`config.mk`:
```
export PLATFORM = sky130hd
export DESIGN_NAME = query_kv_splitter_pct_decode_top_flat
export DESIGN_NICKNAME = d
export VERILOG_FILES = /design/src/rtl/qkvspd_pkg.sv /design/src/rtl/qkvspd_in_if.sv /design/src/rtl/qkvspd_out_if.sv /design/src/rtl/qkvspd_decode.sv /design/src/rtl/query_kv_splitter_pct_decode_top.sv /design/src/flat_wrapper.sv
export SDC_FILE = /design/constraint.sdc
export NUM_CORES = 1
export LEC_CHECK = 0
export BUFFER_PORTS_ARGS = -buffer_cell sky130_fd_sc_hd__clkbuf_2
export CAP_MARGIN = 30
export CORE_MARGIN = 2
export CORE_UTILIZATION = 40
export DETAILED_ROUTE_END_ITERATION = 6
export GPL_TIMING_DRIVEN = 0
export RECOVER_POWER = 25
export SLEW_MARGIN = 10
export SYNTH_ARGS = -nofsm -noshare
export SYNTH_HDL_FRONTEND = slang
export SYNTH_SLANG_ARGS = --single-unit
```
`constraint.sdc`:
```
create_clock -name clk -period 3.2 [get_ports clk]
set_input_delay 0.16 -clock clk [delete_from_list [all_inputs] [get_ports clk]]
set_output_delay 0.16 -clock clk [all_outputs]
set_load 0.05 [all_outputs]
```
`src/rtl/qkvspd_pkg.sv`:
```
package qkvspd_pkg;

  localparam logic [7:0] CH_AMP = 8'h26;
  localparam logic [7:0] CH_EQ  = 8'h3D;
  localparam logic [7:0] CH_PCT = 8'h25;

  // Most results that one input transaction can cause
  localparam int unsigned MAX_RESULTS = 4;
  localparam int unsigned CNT_W       = $clog2(MAX_RESULTS + 1);
  localparam int unsigned IDX_W       = $clog2(MAX_RESULTS);

  typedef enum logic [2:0] {
    KIND_KEY_BYTE   = 3'd0,
    KIND_VALUE_BYTE = 3'd1,
    KIND_KEY_END    = 3'd2,
    KIND_PAIR_END   = 3'd3,
    KIND_STRING_END = 3'd4
  } kind_t;

  typedef enum logic [1:0] {
    PHASE_KEY   = 2'd0,
    PHASE_VALUE = 2'd1
  } pair_phase_t;

  typedef enum logic [1:0] {
    ESC_NONE   = 2'd0,
    ESC_FIRST  = 2'd1,
    ESC_SECOND = 2'd2
  } esc_phase_t;

  typedef struct packed {
    pair_phase_t pair_phase;
    logic        segment_nonempty;
    esc_phase_t  escape_phase;
    logic [7:0]  escape_accum;
  } parse_state_t;

  typedef struct packed {
    logic [7:0] data;
    kind_t      kind;
  } result_t;

  typedef struct packed {
    logic       ok;
    logic [3:0] val;
  } hex_t;

  function automatic hex_t hex_digit(input logic [7:0] c);
    hex_t h;
    h.ok  = 1'b1;
    h.val = 4'd0;
    if (c >= 8'h30 && c <= 8'h39) begin
      h.val = 4'(c - 8'h30);
    end else if (c >= 8'h41 && c <= 8'h46) begin
      h.val = 4'(c - 8'h41 + 8'd10);
    end else if (c >= 8'h61 && c <= 8'h66) begin
      h.val = 4'(c - 8'h61 + 8'd10);
    end else begin
      h.ok = 1'b0;
    end
    return h;
  endfunction

endpackage

```
`src/rtl/qkvspd_in_if.sv`:
```
interface qkvspd_in_if;
  logic       valid;
  logic       ready;
  logic [7:0] data_byte;
  logic       byte_valid;
  logic       last_byte;

  modport source (output valid, output data_byte, output byte_valid, output last_byte,
                  input ready);
  modport sink (input valid, input data_byte, input byte_valid, input last_byte,
                output ready);
endinterface

```
`src/rtl/qkvspd_out_if.sv`:
```
interface qkvspd_out_if;
  logic       valid;
  logic       ready;
  logic [7:0] out_byte;
  logic [2:0] kind;
  logic       last_of_run;

  modport source (output valid, output out_byte, output kind, output last_of_run,
                  input ready);
  modport sink (input valid, input out_byte, input kind, input last_of_run,
                output ready);
endinterface

```
`src/rtl/qkvspd_decode.sv`:
```
module qkvspd_decode
  import qkvspd_pkg::*;
(
  input  parse_state_t st,
  input  logic [7:0]   data_byte,
  input  logic         byte_valid,
  input  logic         last_byte,
  output parse_state_t st_next,
  output logic [CNT_W-1:0] count,
  output result_t      res [MAX_RESULTS]
);

  always_comb begin
    parse_state_t s;
    logic [CNT_W-1:0] n;
    hex_t h;
    logic emit_esc;
    logic emit_raw;
    kind_t byte_kind;

    s         = st;
    n         = '0;
    h         = hex_digit(data_byte);
    emit_esc  = 1'b0;
    emit_raw  = 1'b0;
    byte_kind = (st.pair_phase == PHASE_KEY) ? KIND_KEY_BYTE : KIND_VALUE_BYTE;
    for (int i = 0; i < MAX_RESULTS; i++) begin
      res[i] = '{data: 8'd0, kind: KIND_STRING_END};
    end

    if (byte_valid) begin
      if (data_byte == CH_AMP) begin
        // Pair delimiter: drop any pending escape
        s.escape_phase = ESC_NONE;
        s.escape_accum = 8'd0;
        if (st.pair_phase == PHASE_KEY) begin
          if (st.segment_nonempty) begin
            res[n[IDX_W-1:0]] = '{data: 8'd0, kind: KIND_KEY_END};
            n = n + 1'b1;
            res[n[IDX_W-1:0]] = '{data: 8'd0, kind: KIND_PAIR_END};
            n = n + 1'b1;
          end
        end else begin
          res[n[IDX_W-1:0]] = '{data: 8'd0, kind: KIND_PAIR_END};
          n = n + 1'b1;
          s.pair_phase = PHASE_KEY;
        end
        s.segment_nonempty = 1'b0;
      end else if (data_byte == CH_EQ && st.pair_phase == PHASE_KEY) begin
        s.escape_phase = ESC_NONE;
        s.escape_accum = 8'd0;
        res[n[IDX_W-1:0]] = '{data: 8'd0, kind: KIND_KEY_END};
        n = n + 1'b1;
        s.pair_phase       = PHASE_VALUE;
        s.segment_nonempty = 1'b0;
      end else begin
        if (st.pair_phase == PHASE_KEY) begin
          s.segment_nonempty = 1'b1;
        end
        unique case (st.escape_phase)
          ESC_NONE: begin
            if (data_byte == CH_PCT) begin
              s.escape_phase = ESC_FIRST;
              s.escape_accum = 8'd0;
            end else begin
              emit_raw = 1'b1;
            end
          end
          ESC_FIRST: begin
            if (h.ok) begin
              s.escape_accum = {st.escape_accum[3:0], h.val};
            end
            s.escape_phase = ESC_SECOND;
          end
          ESC_SECOND: begin
            if (h.ok) begin
              s.escape_accum = {st.escape_accum[3:0], h.val};
            end
            emit_esc       = 1'b1;
            s.escape_phase = ESC_NONE;
          end
          default: begin
            // unused phase code: treat as second digit due
            if (h.ok) begin
              s.escape_accum = {st.escape_accum[3:0], h.val};
            end
            emit_esc       = 1'b1;
            s.escape_phase = ESC_NONE;
          end
        endcase
        if (emit_raw) begin
          res[n[IDX_W-1:0]] = '{data: data_byte, kind: byte_kind};
          n = n + 1'b1;
        end
        if (emit_esc) begin
          res[n[IDX_W-1:0]] = '{data: s.escape_accum, kind: byte_kind};
          n = n + 1'b1;
          s.escape_accum = 8'd0;
        end
      end
    end

    if (last_byte) begin
      // Close whatever is open, then mark string end and start over
      if (s.pair_phase == PHASE_KEY) begin
        if (s.segment_nonempty) begin
          res[n[IDX_W-1:0]] = '{data: 8'd0, kind: KIND_KEY_END};
          n = n + 1'b1;
          res[n[IDX_W-1:0]] = '{data: 8'd0, kind: KIND_PAIR_END};
          n = n + 1'b1;
        end
      end else begin
        res[n[IDX_W-1:0]] = '{data: 8'd0, kind: KIND_PAIR_END};
        n = n + 1'b1;
      end
      res[n[IDX_W-1:0]] = '{data: 8'd0, kind: KIND_STRING_END};
      n = n + 1'b1;
      s = '{pair_phase: PHASE_KEY, segment_nonempty: 1'b0,
            escape_phase: ESC_NONE, escape_accum: 8'd0};
    end

    st_next = s;
    count   = n;
  end

endmodule

```
`src/rtl/query_kv_splitter_pct_decode_top.sv`:
```
// Latency: an input transaction is registered in the input register, then decoded into the
//   result queue once the queue is free, and its first result is offered from the queue
//   head.
// Throughput: one input transaction per cycle while each causes at most one result and the
//   receiver is ready; an item causing several results holds the decoder until all have left (one output port).
// Reset (rst, synchronous): empties the input and result registers, parser back to key start.
module query_kv_splitter_pct_decode_top
  import qkvspd_pkg::*;
(
  input logic          clk,
  input logic          rst,
  qkvspd_in_if.sink    in_stream,
  qkvspd_out_if.source out_stream
);

  // Input register
  logic       in_vld;
  logic [7:0] in_data;
  logic       in_bval;
  logic       in_last;

  // Parser state, advanced once per decoded transaction
  parse_state_t st;
  parse_state_t st_next;

  // Result queue: holds every result of one transaction, head at entry 0
  result_t          q [MAX_RESULTS];
  logic [CNT_W-1:0] rem;

  result_t          dec_res [MAX_RESULTS];
  logic [CNT_W-1:0] dec_cnt;

  logic pop;
  logic take;
  logic q_free;

  qkvspd_decode u_decode (
    .st         (st),
    .data_byte  (in_data),
    .byte_valid (in_bval),
    .last_byte  (in_last),
    .st_next    (st_next),
    .count      (dec_cnt),
    .res        (dec_res)
  );

  // Queue is free when empty or once its last entry leaves this cycle
  assign pop    = out_stream.valid && out_stream.ready;
  assign q_free = (rem == '0) || (rem == CNT_W'(1) && pop);
  // Move the registered transaction into the queue
  assign take   = in_vld && q_free;

  assign in_stream.ready = !in_vld || take;

  always_ff @(posedge clk) begin
    if (rst) begin
      in_vld <= 1'b0;
    end else if (in_stream.valid && in_stream.ready) begin
      in_vld <= 1'b1;
    end else if (take) begin
      in_vld <= 1'b0;
    end
  end

  // Payload: hold unless a new transaction lands
  always_ff @(posedge clk) begin
    if (in_stream.valid && in_stream.ready) begin
      in_data <= in_stream.data_byte;
      in_bval <= in_stream.byte_valid;
      in_last <= in_stream.last_byte;
    end
  end

  always_ff @(posedge clk) begin
    if (rst) begin
      st <= '{pair_phase: PHASE_KEY, segment_nonempty: 1'b0,
              escape_phase: ESC_NONE, escape_accum: 8'd0};
    end else if (take) begin
      st <= st_next;
    end
  end

  always_ff @(posedge clk) begin
    if (rst) begin
      rem <= '0;
    end else if (take) begin
      rem <= dec_cnt;
    end else if (pop) begin
      rem <= rem - 1'b1;
    end
  end

  // Load a fresh run, or shift toward the head on each pop
  always_ff @(posedge clk) begin
    if (take) begin
      for (int i = 0; i < MAX_RESULTS; i++) begin
        q[i] <= dec_res[i];
      end
    end else if (pop) begin
      for (int i = 0; i < MAX_RESULTS - 1; i++) begin
        q[i] <= q[i+1];
      end
    end
  end

  assign out_stream.valid       = (rem != '0);
  assign out_stream.out_byte    = q[0].data;
  assign out_stream.kind        = 3'(q[0].kind);
  // The final entry of a run closes the run
  assign out_stream.last_of_run = (rem == CNT_W'(1));

endmodule

```
`src/flat_wrapper.sv`:
```
// flat-port wrapper written by rule: the top's interface ports become plain ports
module query_kv_splitter_pct_decode_top_flat import qkvspd_pkg::*;
  (clk, rst, in_stream_valid, in_stream_data_byte, in_stream_byte_valid, in_stream_last_byte, in_stream_ready, out_stream_valid, out_stream_out_byte, out_stream_kind, out_stream_last_of_run, out_stream_ready);
  qkvspd_in_if in_stream_i ();
  qkvspd_out_if out_stream_i ();
  input logic clk;
  input logic rst;
  input wire logic [$bits(in_stream_i.valid)-1:0] in_stream_valid;
  input wire logic [$bits(in_stream_i.data_byte)-1:0] in_stream_data_byte;
  input wire logic [$bits(in_stream_i.byte_valid)-1:0] in_stream_byte_valid;
  input wire logic [$bits(in_stream_i.last_byte)-1:0] in_stream_last_byte;
  output wire logic [$bits(in_stream_i.ready)-1:0] in_stream_ready;
  output wire logic [$bits(out_stream_i.valid)-1:0] out_stream_valid;
  output wire logic [$bits(out_stream_i.out_byte)-1:0] out_stream_out_byte;
  output wire logic [$bits(out_stream_i.kind)-1:0] out_stream_kind;
  output wire logic [$bits(out_stream_i.last_of_run)-1:0] out_stream_last_of_run;
  input wire logic [$bits(out_stream_i.ready)-1:0] out_stream_ready;
  assign in_stream_i.valid = in_stream_valid;
  assign in_stream_i.data_byte = in_stream_data_byte;
  assign in_stream_i.byte_valid = in_stream_byte_valid;
  assign in_stream_i.last_byte = in_stream_last_byte;
  assign in_stream_ready = in_stream_i.ready;
  assign out_stream_valid = out_stream_i.valid;
  assign out_stream_out_byte = out_stream_i.out_byte;
  assign out_stream_kind = out_stream_i.kind;
  assign out_stream_last_of_run = out_stream_i.last_of_run;
  assign out_stream_i.ready = out_stream_ready;
  query_kv_splitter_pct_decode_top u_core (.clk(clk), .rst(rst), .in_stream(in_stream_i), .out_stream(out_stream_i));
endmodule
```
==> summary.md <==
| Metric | Value |
|---|---|
| CP startpoint kind | register |
| Routed wire length | 7307 µm |
| Mean post-synth cell area | 10.44 µm² |
| Max Cap Viol | 0 |
| Initial antenna violation count | 0 |
| Critical path origin | u_core.in_data[4] |
| Clk buf depth | 2 |
| Gr usage total | 16.26% |
| Reg2reg setup slack | 0.06 ns |
| Power, Total | 2.490 mW |
| Placed Area | 3719 µm² |
| First-pass GRT wire length | 11,650 µm |
| Layout cells sized above 1 | 28.83% |
| Most common cell after layout, fill and taps aside | edfxtp_1 |
| Clock Tree Root | clkbuf_8 |
| Die Y | 96.22 µm |
| Fmax achieved | 318.5 MHz |
| Post-synth EDFFs | 38 |
| Initial Utilization | 41.40% |
| # diodes | 0 |
| Worst slew margin | 46.87% |
| Reg2reg start | u_core.in_data[4] |
| Vias in the first global route | 2,343 |
| IO Port Bufs | 27 |
| CTS buffer count | 5 |
| CP endpoint kind | register |
| First-pass DRT Iterations | 4 |
| Status | finished, final reports clean |
| Final instance area | 4116 µm² |
| Final Hold Fails | 0 |
| Row count | 33 |
| Clock transition at path regs | 0.11 ns |
| Worst-case reg-to-reg path depth | 13 |
| CP max FO | 6 |
| I/O pin count | 28 |
| Die width | 96.22 µm |
| Layout Cells excl Fill | 497 |
| Leakage power | 1.603 nW |
| Least-Margin Pin Slew | 0.7932 ns |
| CP Data Required Time | 3.38 ns |
| H-Tree Depth | 2 |
| RePlAce Congestion | 0.8758 |
| RSZ-0062 raised after global routing | true |
| CTS sink count | 55 |
| Worst Setup EP | u_core.q[0][8] |
| DRC Markers | 0 |
| Fraction of the yosys area taken by sequential cells | 43.55% |
| Skew-Pair Late Insertion Delay | 0.31 ns |
| Min-Delay Path Class | in -> reg |
| Setup violators final | 0 |
| RR Endpoint | u_core.q[0][8] |
| Fillers | 734 |
| CTS tree | done |
| TNS Setup | 0 ns |
| Yosys reg bits | 55 |
| Grt ovf | 0 |
| Post-synth top area share | 33.54% |
| Gate Count Post-Synth | 326 |
| Total of warnings raised by yosys | 0 |
| Synth-to-Final Area Change | 21.00% |
| Clock Skew | 0.008192 ns |
| Synth async-reset ratio | 0% |
| Vias per cell | 5.245 |
| Pwr/cell area | 605.0 nW/µm² |
| Most frequent cells in the layout | edfxtp_1, buf_4, nand2_1, nor2_1 |
| Initial DRC Count | 141 |
| Crit path kind | reg -> reg |
| Via count | 2,607 |
| Netlist cell types | 69 |
| Largest area contributor in the netlist | edfxtp_1 |
| Inst Count DP | 466 |
| Die area | 9258 µm² |
| Post-route ant nets | 0 |
| Synth Cell Area | 3402 µm² |
| Final Critical Period | 3.140 ns |
| Dominant synthesized flop cell | edfxtp_1 |
| Routed WL per cell | 14.70 µm |
| DP HPWL | 5174 µm |
| Fin nets | 424 |
| Crit share post-route | 98.12% |
| Final slew viol count | 0 |
| Largest net degree at the start of global routing | 29 |
| CP arrival | 3.32 ns |
| Core Box Area | 8217 µm² |
| Top cells by area, synth | edfxtp_1, dfxtp_1, ha_1 |
| Worst vdd ir | 0.2425 mV |
## area by class of cell
type                            instances  area (µm²)  area share, %
Clock buffer                            5       68.82          1.672
Inverter                               15       61.31          1.489
Clock inverter                          3       27.53         0.6687
Sequential cell                        55        1481          35.99
Multi-Input combinational cell        237        1851          44.95
Tap cell                              105       131.4          3.191
Buffer                                 25       167.7          4.073
Timing Repair Buffer                   52       327.8          7.964
## report_power, final
| group | internal (mW) | switching (mW) | total [mW] |
|---|---|---|---|
| combinational | 0.367 | 0.691 | 1.06 |
| clock | 0.161 | 0.247 | 0.408 |
| sequential | 0.964 | 0.0600 | 1.02 |
## synth_stat cells (all sizes together) (7+ instances only)
library cell,n
dfxtp,17
buf,18
nor2,21
nand3,12
nand2b,7
edfxtp,38
ha,19
o21ai,15
nor3b,7
a22o,13
clkbuf,8
a21oi,24
inv,13
nand2,28
## registers in the layout, summed over array words and instances, names as in the netlist
| signal | flops |
|---|---|
| u_core.in_bval | 1 |
| u_core.in_data | 8 |
| u_core.in_last | 1 |
| u_core.in_vld | 1 |
| u_core.q | 28 |
| u_core.rem | 3 |
| u_core.st | 13 |
## critical path: stages (launching register included)
cell      delay [ns]
edfxtp_1        0.49
and4bb_4        0.44
and2_4          0.18
o21bai_4        0.10
o221ai_4        0.25
inv_2           0.10
buf_6           0.14
ha_4            0.15
and3_4          0.15
a21o_1          0.17
o2111a_2        0.31
nor3b_4         0.26
buf_6           0.15
a22o_1          0.12
## stage by stage
stage | utilization [%] | hold WS [ns] | setup slack, ns
5_1_grt | 50.10 | 0.007072 | -0.07867
6_report | 50.10 | 0.01263 | 0.06012
3_3_place_gp | 45.17 | 0.3374 | -0.6069
3_5_place_dp | 45.26 | 0.3386 | -0.6404
4_1_cts | 48.55 | 0.007420 | 0.01308
2_1_floorplan | - | 0.2589 | -0.03391
## cell families after synthesis
family / after synthesis / share of synthesized area [%]
buffers and inverters: 41 / 6.840
AO/OA/AOI/OAI: 92 / 20.19
XOR/XNOR: 4 / 1.030
AND/OR/NAND/NOR: 105 / 18.54
other: 1 / 0.1102
adder cells (fa/ha/maj): 19 / 6.988
multiplexers: 9 / 2.758
flip-flops: 55 / 43.55
## metal layers
layer | vias to the layer above | GRT usage (%) | wire length [µm] | share of wire (%)
met4 | 0 | 4.762 | 110 | 1.5
met2 | 54 | 24.48 | 3284 | 45
met3 | 8 | 2.819 | 290 | 4.0
met5 | - | 0 | 0 | 0
met1 | 1229 | 23.81 | 3622 | 50
li1 | 1316 | - | - | -
## what timing repair did
item / 4_1_cts / 5_1_grt
resized for setup: 14 / 11
pin swaps: 6 / 18
cloned: 0 / 0
setup buffers: 14 / 10
hold buffers: 0 / 0
endpoints found under the setup margin: 22 / 13
## how the worst min path moves through the flow
stage | from | to | slack (ns) | depth (start not counted)
after floorplan | in_stream_byte_valid | u_core.in_bval | 0.26 | 0
after CTS | in_stream_data_byte[2] | u_core.in_data[2] | 0.007 | 1
after global routing | in_stream_data_byte[1] | u_core.in_data[1] | 0.007 | 1
final | in_stream_data_byte[2] | u_core.in_data[2] | 0.01 | 1
after global placement | in_stream_data_byte[7] | u_core.in_data[7] | 0.34 | 1
after detailed placement | in_stream_data_byte[2] | u_core.in_data[2] | 0.34 | 1
(Power assumes the default switching activity.)
